## src/gdad_pkg.sv

```systemverilog
// Shared types, constants and calendar helpers for the date-plus-days block.
`timescale 1ns / 1ps
package gdad_pkg;

	// Field widths.
	localparam int YEAR_IN_W  = 14;
	localparam int YEAR_OUT_W = 15;
	localparam int MONTH_W    = 4;
	localparam int DAY_W      = 5;
	localparam int ADD_W      = 14;

	// Running day count: day + add + a whole leap year stays below 2**15.
	localparam int REM_W = 15;

	// Year modulo 400 fits in nine bits.
	localparam int MOD_W = 9;

	// Restoring reduction of the year by 400 << k, k from MOD_TOP down to 0.
	localparam logic [REM_W-1:0] MOD_BASE = 15'd400;
	localparam int               K_W      = 3;
	localparam logic [K_W-1:0]   MOD_TOP  = 3'd5;

	// Last remainder value before the modulo-400 counter wraps.
	localparam logic [MOD_W-1:0] MOD_LAST = 9'd399;

	// Month numbers that bound the walk.
	localparam logic [MONTH_W-1:0] MONTH_JAN = 4'd1;
	localparam logic [MONTH_W-1:0] MONTH_FEB = 4'd2;
	localparam logic [MONTH_W-1:0] MONTH_DEC = 4'd12;

	typedef logic [DAY_W-1:0] mlen_t;

	// Month lengths in a common year, January first.
	localparam mlen_t MONTH_LEN [12] = '{
		5'd31, 5'd28, 5'd31, 5'd30, 5'd31, 5'd30,
		5'd31, 5'd31, 5'd30, 5'd31, 5'd30, 5'd31
	};

	// Operation of the shared arithmetic unit.
	typedef enum logic {
		ALU_ADD,
		ALU_SUB
	} alu_op_t;

	// Result and flags of the shared arithmetic unit.
	typedef struct packed {
		logic [REM_W-1:0] res;
		logic             ge;
		logic             gt;
	} alu_res_t;

	// Leap rule from the year modulo 400; 400 is a multiple of 4 and 100.
	function automatic logic is_leap(input logic [MOD_W-1:0] r);
		logic cent;
		cent = (r == 9'd100) || (r == 9'd200) || (r == 9'd300);
		return (r == '0) || ((r[1:0] == 2'b00) && !cent);
	endfunction

	// Length of a month; numbers outside 1 to 12 have length zero.
	function automatic mlen_t month_days(input logic leap, input logic [MONTH_W-1:0] m);
		mlen_t len;
		if (m < MONTH_JAN || m > MONTH_DEC) begin
			len = '0;
		end else if (m == MONTH_FEB) begin
			len = leap ? 5'd29 : 5'd28;
		end else begin
			len = MONTH_LEN[m - MONTH_JAN];
		end
		return len;
	endfunction

endpackage

```

## src/gdad_if.sv

```systemverilog
// Handshake channels for the date request and the date result.
`timescale 1ns / 1ps
interface gdad_req_if;
	logic                           valid;
	logic                           ready;
	logic [gdad_pkg::YEAR_IN_W-1:0] start_year;
	logic [gdad_pkg::MONTH_W-1:0]   start_month;
	logic [gdad_pkg::DAY_W-1:0]     start_day;
	logic [gdad_pkg::ADD_W-1:0]     days_to_add;

	modport source (output valid, start_year, start_month, start_day, days_to_add,
		input ready);
	modport sink (input valid, start_year, start_month, start_day, days_to_add,
		output ready);
endinterface

interface gdad_rsp_if;
	logic                            valid;
	logic                            ready;
	logic [gdad_pkg::YEAR_OUT_W-1:0] result_year;
	logic [gdad_pkg::MONTH_W-1:0]    result_month;
	logic [gdad_pkg::DAY_W-1:0]      result_day;

	modport source (output valid, result_year, result_month, result_day, input ready);
	modport sink (input valid, result_year, result_month, result_day, output ready);
endinterface

```

## src/gdad_alu.sv

```systemverilog
// Shared add, subtract and compare unit used by the reduction, summing and walk steps of the sequencer.
`timescale 1ns / 1ps
module gdad_alu (
	input  gdad_pkg::alu_op_t            op,
	input  logic [gdad_pkg::REM_W-1:0]   a,
	input  logic [gdad_pkg::REM_W-1:0]   b,
	output gdad_pkg::alu_res_t           y
);
	import gdad_pkg::*;

	logic [REM_W:0] diff;
	logic [REM_W:0] sum;

	// One subtractor gives both the difference and the compare flags.
	assign diff = {1'b0, a} - {1'b0, b};
	assign sum  = {1'b0, a} + {1'b0, b};

	always_comb begin
		y.ge  = !diff[REM_W];
		y.gt  = !diff[REM_W] && (a != b);
		y.res = (op == ALU_ADD) ? sum[REM_W-1:0] : diff[REM_W-1:0];
	end

endmodule

```

## src/gregorian_date_add_days.sv

```systemverilog
// Top level: adds a day count to a Gregorian date with a small sequencer.
// Steps: take the word, reduce the year modulo 400, add the months before the start
// month, then walk one month per step until the day fits in the month.
// Throughput: one word at a time; a new word is taken once the previous result
// sits in the output register, which loads only while it is empty or being read.
// Reset: arst_n clears the sequencer and the output valid flag at once.
`timescale 1ns / 1ps
module gregorian_date_add_days (
	input  logic        clk,
	input  logic        arst_n,
	gdad_req_if.sink    req,
	gdad_rsp_if.source  rsp
);
	import gdad_pkg::*;

	localparam logic [1:0] ST_IDLE = 2'd0;
	localparam logic [1:0] ST_MOD  = 2'd1;
	localparam logic [1:0] ST_SUM  = 2'd2;
	localparam logic [1:0] ST_WALK = 2'd3;

	logic [1:0]            state_q;
	logic [K_W-1:0]        k_q;
	logic [REM_W-1:0]      mod_q;
	logic [YEAR_OUT_W-1:0] year_q;
	logic [MONTH_W-1:0]    m_q;
	logic [MONTH_W-1:0]    month_lim_q;
	logic [REM_W-1:0]      rem_q;

	logic                  out_valid_q;
	logic [YEAR_OUT_W-1:0] out_year_q;
	logic [MONTH_W-1:0]    out_month_q;
	logic [DAY_W-1:0]      out_day_q;

	alu_op_t          alu_op;
	logic [REM_W-1:0] alu_a;
	logic [REM_W-1:0] alu_b;
	alu_res_t         alu_y;
	logic             leap;
	mlen_t            len;
	logic             out_free;

	// Calendar facts for the current month of the month sum and the walk.
	assign leap     = is_leap(mod_q[MOD_W-1:0]);
	assign len      = month_days(leap, m_q);
	assign out_free = !out_valid_q || rsp.ready;

	assign req.ready = (state_q == ST_IDLE);

	// Operand selection for the shared unit.
	always_comb begin
		alu_op = ALU_SUB;
		alu_a  = rem_q;
		alu_b  = REM_W'(len);
		case (state_q)
			ST_MOD: begin
				alu_a = mod_q;
				alu_b = MOD_BASE << k_q;
			end
			ST_SUM: begin
				alu_op = ALU_ADD;
			end
			default: begin
				alu_op = ALU_SUB;
			end
		endcase
	end

	gdad_alu u_alu (
		.op (alu_op),
		.a  (alu_a),
		.b  (alu_b),
		.y  (alu_y)
	);

	// Sequencer: reduce the year modulo 400, sum the leading months, then walk.
	always_ff @(posedge clk or negedge arst_n) begin
		if (!arst_n) begin
			state_q <= ST_IDLE;
		end else begin
			case (state_q)
				ST_IDLE: begin
					if (req.valid) begin
						state_q <= ST_MOD;
					end
				end
				ST_MOD: begin
					if (k_q == '0) begin
						state_q <= ST_SUM;
					end
				end
				ST_SUM: begin
					if (m_q >= month_lim_q) begin
						state_q <= ST_WALK;
					end
				end
				ST_WALK: begin
					if (!alu_y.gt && out_free) begin
						state_q <= ST_IDLE;
					end
				end
				default: begin
					state_q <= ST_IDLE;
				end
			endcase
		end
	end

	// Working registers of the current word.
	always_ff @(posedge clk) begin
		case (state_q)
			ST_IDLE: begin
				if (req.valid) begin
					year_q      <= YEAR_OUT_W'(req.start_year);
					mod_q       <= REM_W'(req.start_year);
					month_lim_q <= req.start_month;
					m_q         <= MONTH_JAN;
					rem_q       <= REM_W'(req.start_day) + REM_W'(req.days_to_add);
					k_q         <= MOD_TOP;
				end
			end
			ST_MOD: begin
				if (alu_y.ge) begin
					mod_q <= alu_y.res;
				end
				k_q <= k_q - 1'b1;
			end
			ST_SUM: begin
				if (m_q < month_lim_q) begin
					rem_q <= alu_y.res;
					m_q   <= m_q + 1'b1;
				end else begin
					m_q <= MONTH_JAN;
				end
			end
			ST_WALK: begin
				if (alu_y.gt) begin
					rem_q <= alu_y.res;
					if (m_q == MONTH_DEC) begin
						m_q    <= MONTH_JAN;
						year_q <= year_q + 1'b1;
						mod_q  <= (mod_q[MOD_W-1:0] == MOD_LAST) ? '0 : mod_q + 1'b1;
					end else begin
						m_q <= m_q + 1'b1;
					end
				end
			end
			default: begin
				k_q <= k_q;
			end
		endcase
	end

	// Output register holds one result word until it is taken.
	always_ff @(posedge clk or negedge arst_n) begin
		if (!arst_n) begin
			out_valid_q <= 1'b0;
		end else if (state_q == ST_WALK && !alu_y.gt && out_free) begin
			out_valid_q <= 1'b1;
		end else if (rsp.ready) begin
			out_valid_q <= 1'b0;
		end
	end

	always_ff @(posedge clk) begin
		if (state_q == ST_WALK && !alu_y.gt && out_free) begin
			out_year_q  <= year_q;
			out_month_q <= m_q;
			out_day_q   <= rem_q[DAY_W-1:0];
		end
	end

	assign rsp.valid        = out_valid_q;
	assign rsp.result_year  = out_year_q;
	assign rsp.result_month = out_month_q;
	assign rsp.result_day   = out_day_q;

	// An accepted word always starts with the year reduction.
	a_accept_to_mod: assert property (@(posedge clk) disable iff (!arst_n)
		(req.valid && req.ready) |=> (state_q == ST_MOD))
		else $error("accepted word did not start the year reduction");

	// The walk only visits real months.
	a_walk_month: assert property (@(posedge clk) disable iff (!arst_n)
		(state_q == ST_WALK) |-> (m_q >= MONTH_JAN && m_q <= MONTH_DEC))
		else $error("walk month out of range");

	// After the reduction the remainder stays below 400 and agrees with the year in its two low bits.
	a_mod_range: assert property (@(posedge clk) disable iff (!arst_n)
		(state_q == ST_SUM || state_q == ST_WALK) |->
		(mod_q <= REM_W'(MOD_LAST) && mod_q[1:0] == year_q[1:0]))
		else $error("year remainder lost track of the year");

	// A new result word only comes from the end of the walk.
	a_result_source: assert property (@(posedge clk) disable iff (!arst_n)
		$rose(rsp.valid) |-> ($past(state_q) == ST_WALK))
		else $error("result word raised outside the walk");

endmodule

```

## src/flat_wrapper.sv

```systemverilog
// flat-port wrapper written by rule: the top's interface ports become plain ports
module gregorian_date_add_days_flat import gdad_pkg::*;
  (clk, arst_n, req_valid, req_start_year, req_start_month, req_start_day, req_days_to_add, req_ready, rsp_valid, rsp_result_year, rsp_result_month, rsp_result_day, rsp_ready);
  gdad_req_if req_i ();
  gdad_rsp_if rsp_i ();
  input  logic clk;
  input  logic arst_n;
  input wire logic [$bits(req_i.valid)-1:0] req_valid;
  input wire logic [$bits(req_i.start_year)-1:0] req_start_year;
  input wire logic [$bits(req_i.start_month)-1:0] req_start_month;
  input wire logic [$bits(req_i.start_day)-1:0] req_start_day;
  input wire logic [$bits(req_i.days_to_add)-1:0] req_days_to_add;
  output wire logic [$bits(req_i.ready)-1:0] req_ready;
  output wire logic [$bits(rsp_i.valid)-1:0] rsp_valid;
  output wire logic [$bits(rsp_i.result_year)-1:0] rsp_result_year;
  output wire logic [$bits(rsp_i.result_month)-1:0] rsp_result_month;
  output wire logic [$bits(rsp_i.result_day)-1:0] rsp_result_day;
  input wire logic [$bits(rsp_i.ready)-1:0] rsp_ready;
  assign req_i.valid = req_valid;
  assign req_i.start_year = req_start_year;
  assign req_i.start_month = req_start_month;
  assign req_i.start_day = req_start_day;
  assign req_i.days_to_add = req_days_to_add;
  assign req_ready = req_i.ready;
  assign rsp_valid = rsp_i.valid;
  assign rsp_result_year = rsp_i.result_year;
  assign rsp_result_month = rsp_i.result_month;
  assign rsp_result_day = rsp_i.result_day;
  assign rsp_i.ready = rsp_ready;
  gregorian_date_add_days u_core (.clk(clk), .arst_n(arst_n), .req(req_i), .rsp(rsp_i));
endmodule
```

## config.mk

```make
export PLATFORM = sky130hd
export DESIGN_NAME = gregorian_date_add_days_flat
export DESIGN_NICKNAME = d
export VERILOG_FILES = /design/src/gdad_pkg.sv /design/src/gdad_if.sv /design/src/gdad_alu.sv /design/src/gregorian_date_add_days.sv /design/src/flat_wrapper.sv
export SDC_FILE = /design/constraint.sdc
export NUM_CORES = 1
export LEC_CHECK = 0
export BUFFER_PORTS_ARGS = -buffer_cell sky130_fd_sc_hd__clkbuf_2
export CAP_MARGIN = 20
export CORE_MARGIN = 8
export CORE_UTILIZATION = 50
export DETAILED_ROUTE_END_ITERATION = 6
export GPL_ROUTABILITY_DRIVEN = 0
export PLACE_DENSITY = 0.69
export SLEW_MARGIN = 30
export SYNTH_ARGS = -nofsm -noshare
export SYNTH_HDL_FRONTEND = slang
export SYNTH_SLANG_ARGS = --single-unit
```

## constraint.sdc

```tcl
create_clock -name clk -period 9.2 [get_ports clk]
set_clock_uncertainty 0.1 [all_clocks]
set_input_delay 0.92 -clock clk [delete_from_list [all_inputs] [get_ports clk]]
set_output_delay 0.92 -clock clk [all_outputs]
set_load 0.03 [all_outputs]
```

==> results.py <==
metrics = {
    "grt": {
        "grt-ovfl-total": 0,
        "grt_util_all_layers_pct": 19.57,
        "grt_use_met1_pct": 24.98,
        "grtUsageMet2_pct": 31.61,
        "grt_pass1_vias": 5010,
        "grt_busiest_layer": "met2",
        "met3_usage_pct": 3.698,
        "grt_max_degree": 42,
        "grt_pass1_wl_um": 25790,
        "antenna_found_initial": 0,
    },
    "synth": {
        "synthCells": 676,
        "seq_area_frac_synth_pct": 38.42,
        "ys_types": 67,
        "avgSynthCellArea_um2": 9.539,
        "synthFlopType": "edfxtp_1",
        "syn_area_mm2": 0.006449,
        "synth-async-reset-ratio_pct": 3.614,
        "syn_nets": 773,
        "yosys_register_bits": 83,
        "yosys_warnings": 0,
        "synth_edf_count": 80,
    },
    "critical_path": {
        "endpoint_kind": "register",
        "path_class": "reg2reg",
        "r2r_cells": 15,
        "path_cells": "inv_1 > ha_1 > inv_1 > and3_1 > a211oi_1 > inv_1 > a311oi_1 > ha_1 > nor3_1 > o31ai_2 > a21oi_2 > a211oi_4 > a211oi_4 > nand2b_1 > nor2_4",
        "worstPathRequired_ns": 9.08,
        "path_common_cell": "inv_1",
        "reg2reg_slack_ns": 4.23,
        "arrival_ns": 4.85,
        "cp_max_fo": 24,
        "r2r_end": "u_core.rsp.result_year[3]",
        "slowest_stage": "nor2_4",
        "worstReg2RegStart": "u_core.m_q[0]",
        "cpPeakStageDelay_ns": 0.56,
        "cp-start-kind": "register",
    },
    "hold_path": {
        "worstHoldPathType": "in2async",
    },
    "route": {
        "first_pass_iters": 5,
        "wl_per_cell_um": 17.93,
        "wirelength_um": 16140,
        "ant_nets": 0,
        "drc_errors": 0,
        "vias": 5271,
        "drt_iter0_markers": 425,
        "via_per_inst": 5.857,
    },
    "clocking": {
        "cts_root_buf": "clkbuf_16",
        "cts_resized": 0,
        "clock_latency_ns": 0.35,
        "cts_buffer_depth": 2,
        "cts.reportedPaths.clkPinSlew_ns": 0.06,
        "cts_hold_buf": 0,
        "cts_tree": "yes",
        "cts-htree-levels": 3,
        "cts.sinks": 83,
        "cts_made_buffers": 9,
        "post_cts_buffers": 0,
    },
    "floorplan": {
        "rows": 41,
        "die_y_um": 129.6,
        "io_pins": 67,
        "chipWidth_um": 129.6,
        "initial_core_util_pct": 51.10,
        "core_mm2": 0.01262,
        "die-area_mm2": 0.01679,
    },
    "timing": {
        "setup_tns_ns": 0,
        "tightest_slew_ns": 0.7920,
        "hold_viol_final": 0,
        "fin_crit_sh_pct": 54.05,
        "grt_setup_unrepaired": "no",
        "relSlewSlack_pct": 47.20,
        "min_period_ns": 4.973,
        "drv_slew": 0,
        "setup_viol": 0,
        "fmax_mhz": 201.1,
    },
    "cells_and_area": {
        "diodes": 0,
        "mostFrequentLayoutCell": "edfxtp_1",
        "final_nets": 820,
        "fillers": 1127,
        "drive_above_1_share_pct": 17.03,
        "synthToLayoutAreaGrowth_pct": 11.47,
        "final_cell_mix": "80 x edfxtp_1, 67 x nor2_1, 66 x clkbuf_2, 53 x ha_1, 48 x nand2_1",
    },
    "placement": {
        "hpwl_um": 12420,
        "io_buffer_count": 66,
    },
    "status": {
        "status": "finished, final reports clean",
    },
    "run": {
        "drv_cap": 0,
    },
}
## worst max-delay path by stage
stage                       start                         to  cells after the start  slack, ns
finish              u_core.m_q[0]  u_core.rsp.result_year[3]                     15       4.23
global route        u_core.m_q[0]  u_core.rsp.result_year[3]                     15       3.78
CTS                 u_core.m_q[0]  u_core.rsp.result_year[9]                     15       4.28
detailed placement  u_core.m_q[0]           u_core.rem_q[10]                     15       4.37
global placement    u_core.m_q[0]   u_core.rsp.result_day[4]                     15       4.30
floorplan           u_core.m_q[0]   u_core.rsp.result_day[0]                     16       4.39
## registers in the layout, indices dropped and copies added, names as in the netlist
register,cells
u_core.k_q,3
u_core.m_q,4
u_core.mod_q,15
u_core.month_lim_q,4
u_core.rem_q,15
u_core.rsp.result_day,5
u_core.rsp.result_month,4
u_core.rsp.result_year,15
u_core.rsp.valid,1
u_core.state_q,2
u_core.year_q,15
## Yosys cell counts, drive strengths merged (6+ instances only)
cell    count  area (um^2)
and2        6        37.54
a221o       7        70.07
o31ai       6        50.05
xor2       20        175.2
nand2      48        180.2
a31oi       8        50.05
nor3       11        55.05
inv        47        176.4
o21ai      33        168.9
nor2       68        255.2
nor2b      14        87.58
a22oi       6        45.04
a21oi      44        231.5
and3        7        43.79
mux2       20        229.0
o21a        6        45.04
buf        14        82.57
nand3      26        130.1
nand4       8        50.05
a21o        7        52.55
ha         53        663.1
a211oi     12        130.1
nand2b      9        56.30
clkbuf     21        78.83
xnor2      37        324.1
mux2i       6        60.06
edfxtp     80         2402
## metrics by stage
step / hold slack [ns] / setup slack (ns) / area [um^2] / utilization (%) / cells
CTS: 0.2524 / 4.281 / 7188 / 56.96 / 900
global placement: 0.3532 / 4.296 / 6878 / 54.50 / 884
floorplan: 0.3222 / 4.388 / 6449 / - / 676
detailed placement: 0.3574 / 4.367 / 6883 / 54.54 / 884
global route: 0.2582 / 3.777 / 7188 / 56.96 / 900
finish: 0.2614 / 4.227 / 7188 / 56.96 / 900
## worst max-delay path, delay by kind of cell, from the launching register on
kind | cells | cell delay (ns)
flip-flops | 1 | 0.49
AND/OR/NAND/NOR | 4 | 1.08
adder cells (fa/ha/maj) | 2 | 0.60
AO/OA/AOI/OAI | 6 | 1.85
buffers and inverters | 3 | 0.47
## cell type report
class / count / area, um^2 / share of cell area [%]
clock buffers: 9 / 225.2 / 3.133
repair buffers: 71 / 367.9 / 5.117
clock inverters: 7 / 80.08 / 1.114
inverters: 47 / 176.4 / 2.454
well taps: 172 / 215.2 / 2.994
multi-input cells: 511 / 3646 / 50.72
flip-flops and latches: 83 / 2477 / 34.46
## cell families (layout without fill, tap and decap cells)
kind of cell,Yosys count,in the layout,synth area share (%)
simple gates,214,214,15.89
compound gates,158,158,17.02
flops,83,83,38.42
buf+inv,82,134,5.239
xor+xnor,57,57,7.742
fa+ha+maj,56,56,11.21
mux,26,26,4.482
## routing by layer
layer / part of all wire, % / vias up
li1: - / 2540
met1: 43 / 2489
met2: 46 / 204
met3: 6.9 / 38
met4: 3.4 / 0
met5: 0 / -
Power is left out: the tool's default activity adds up to more than one toggle a clock period on the data nets, which glitch-free logic cannot reach.
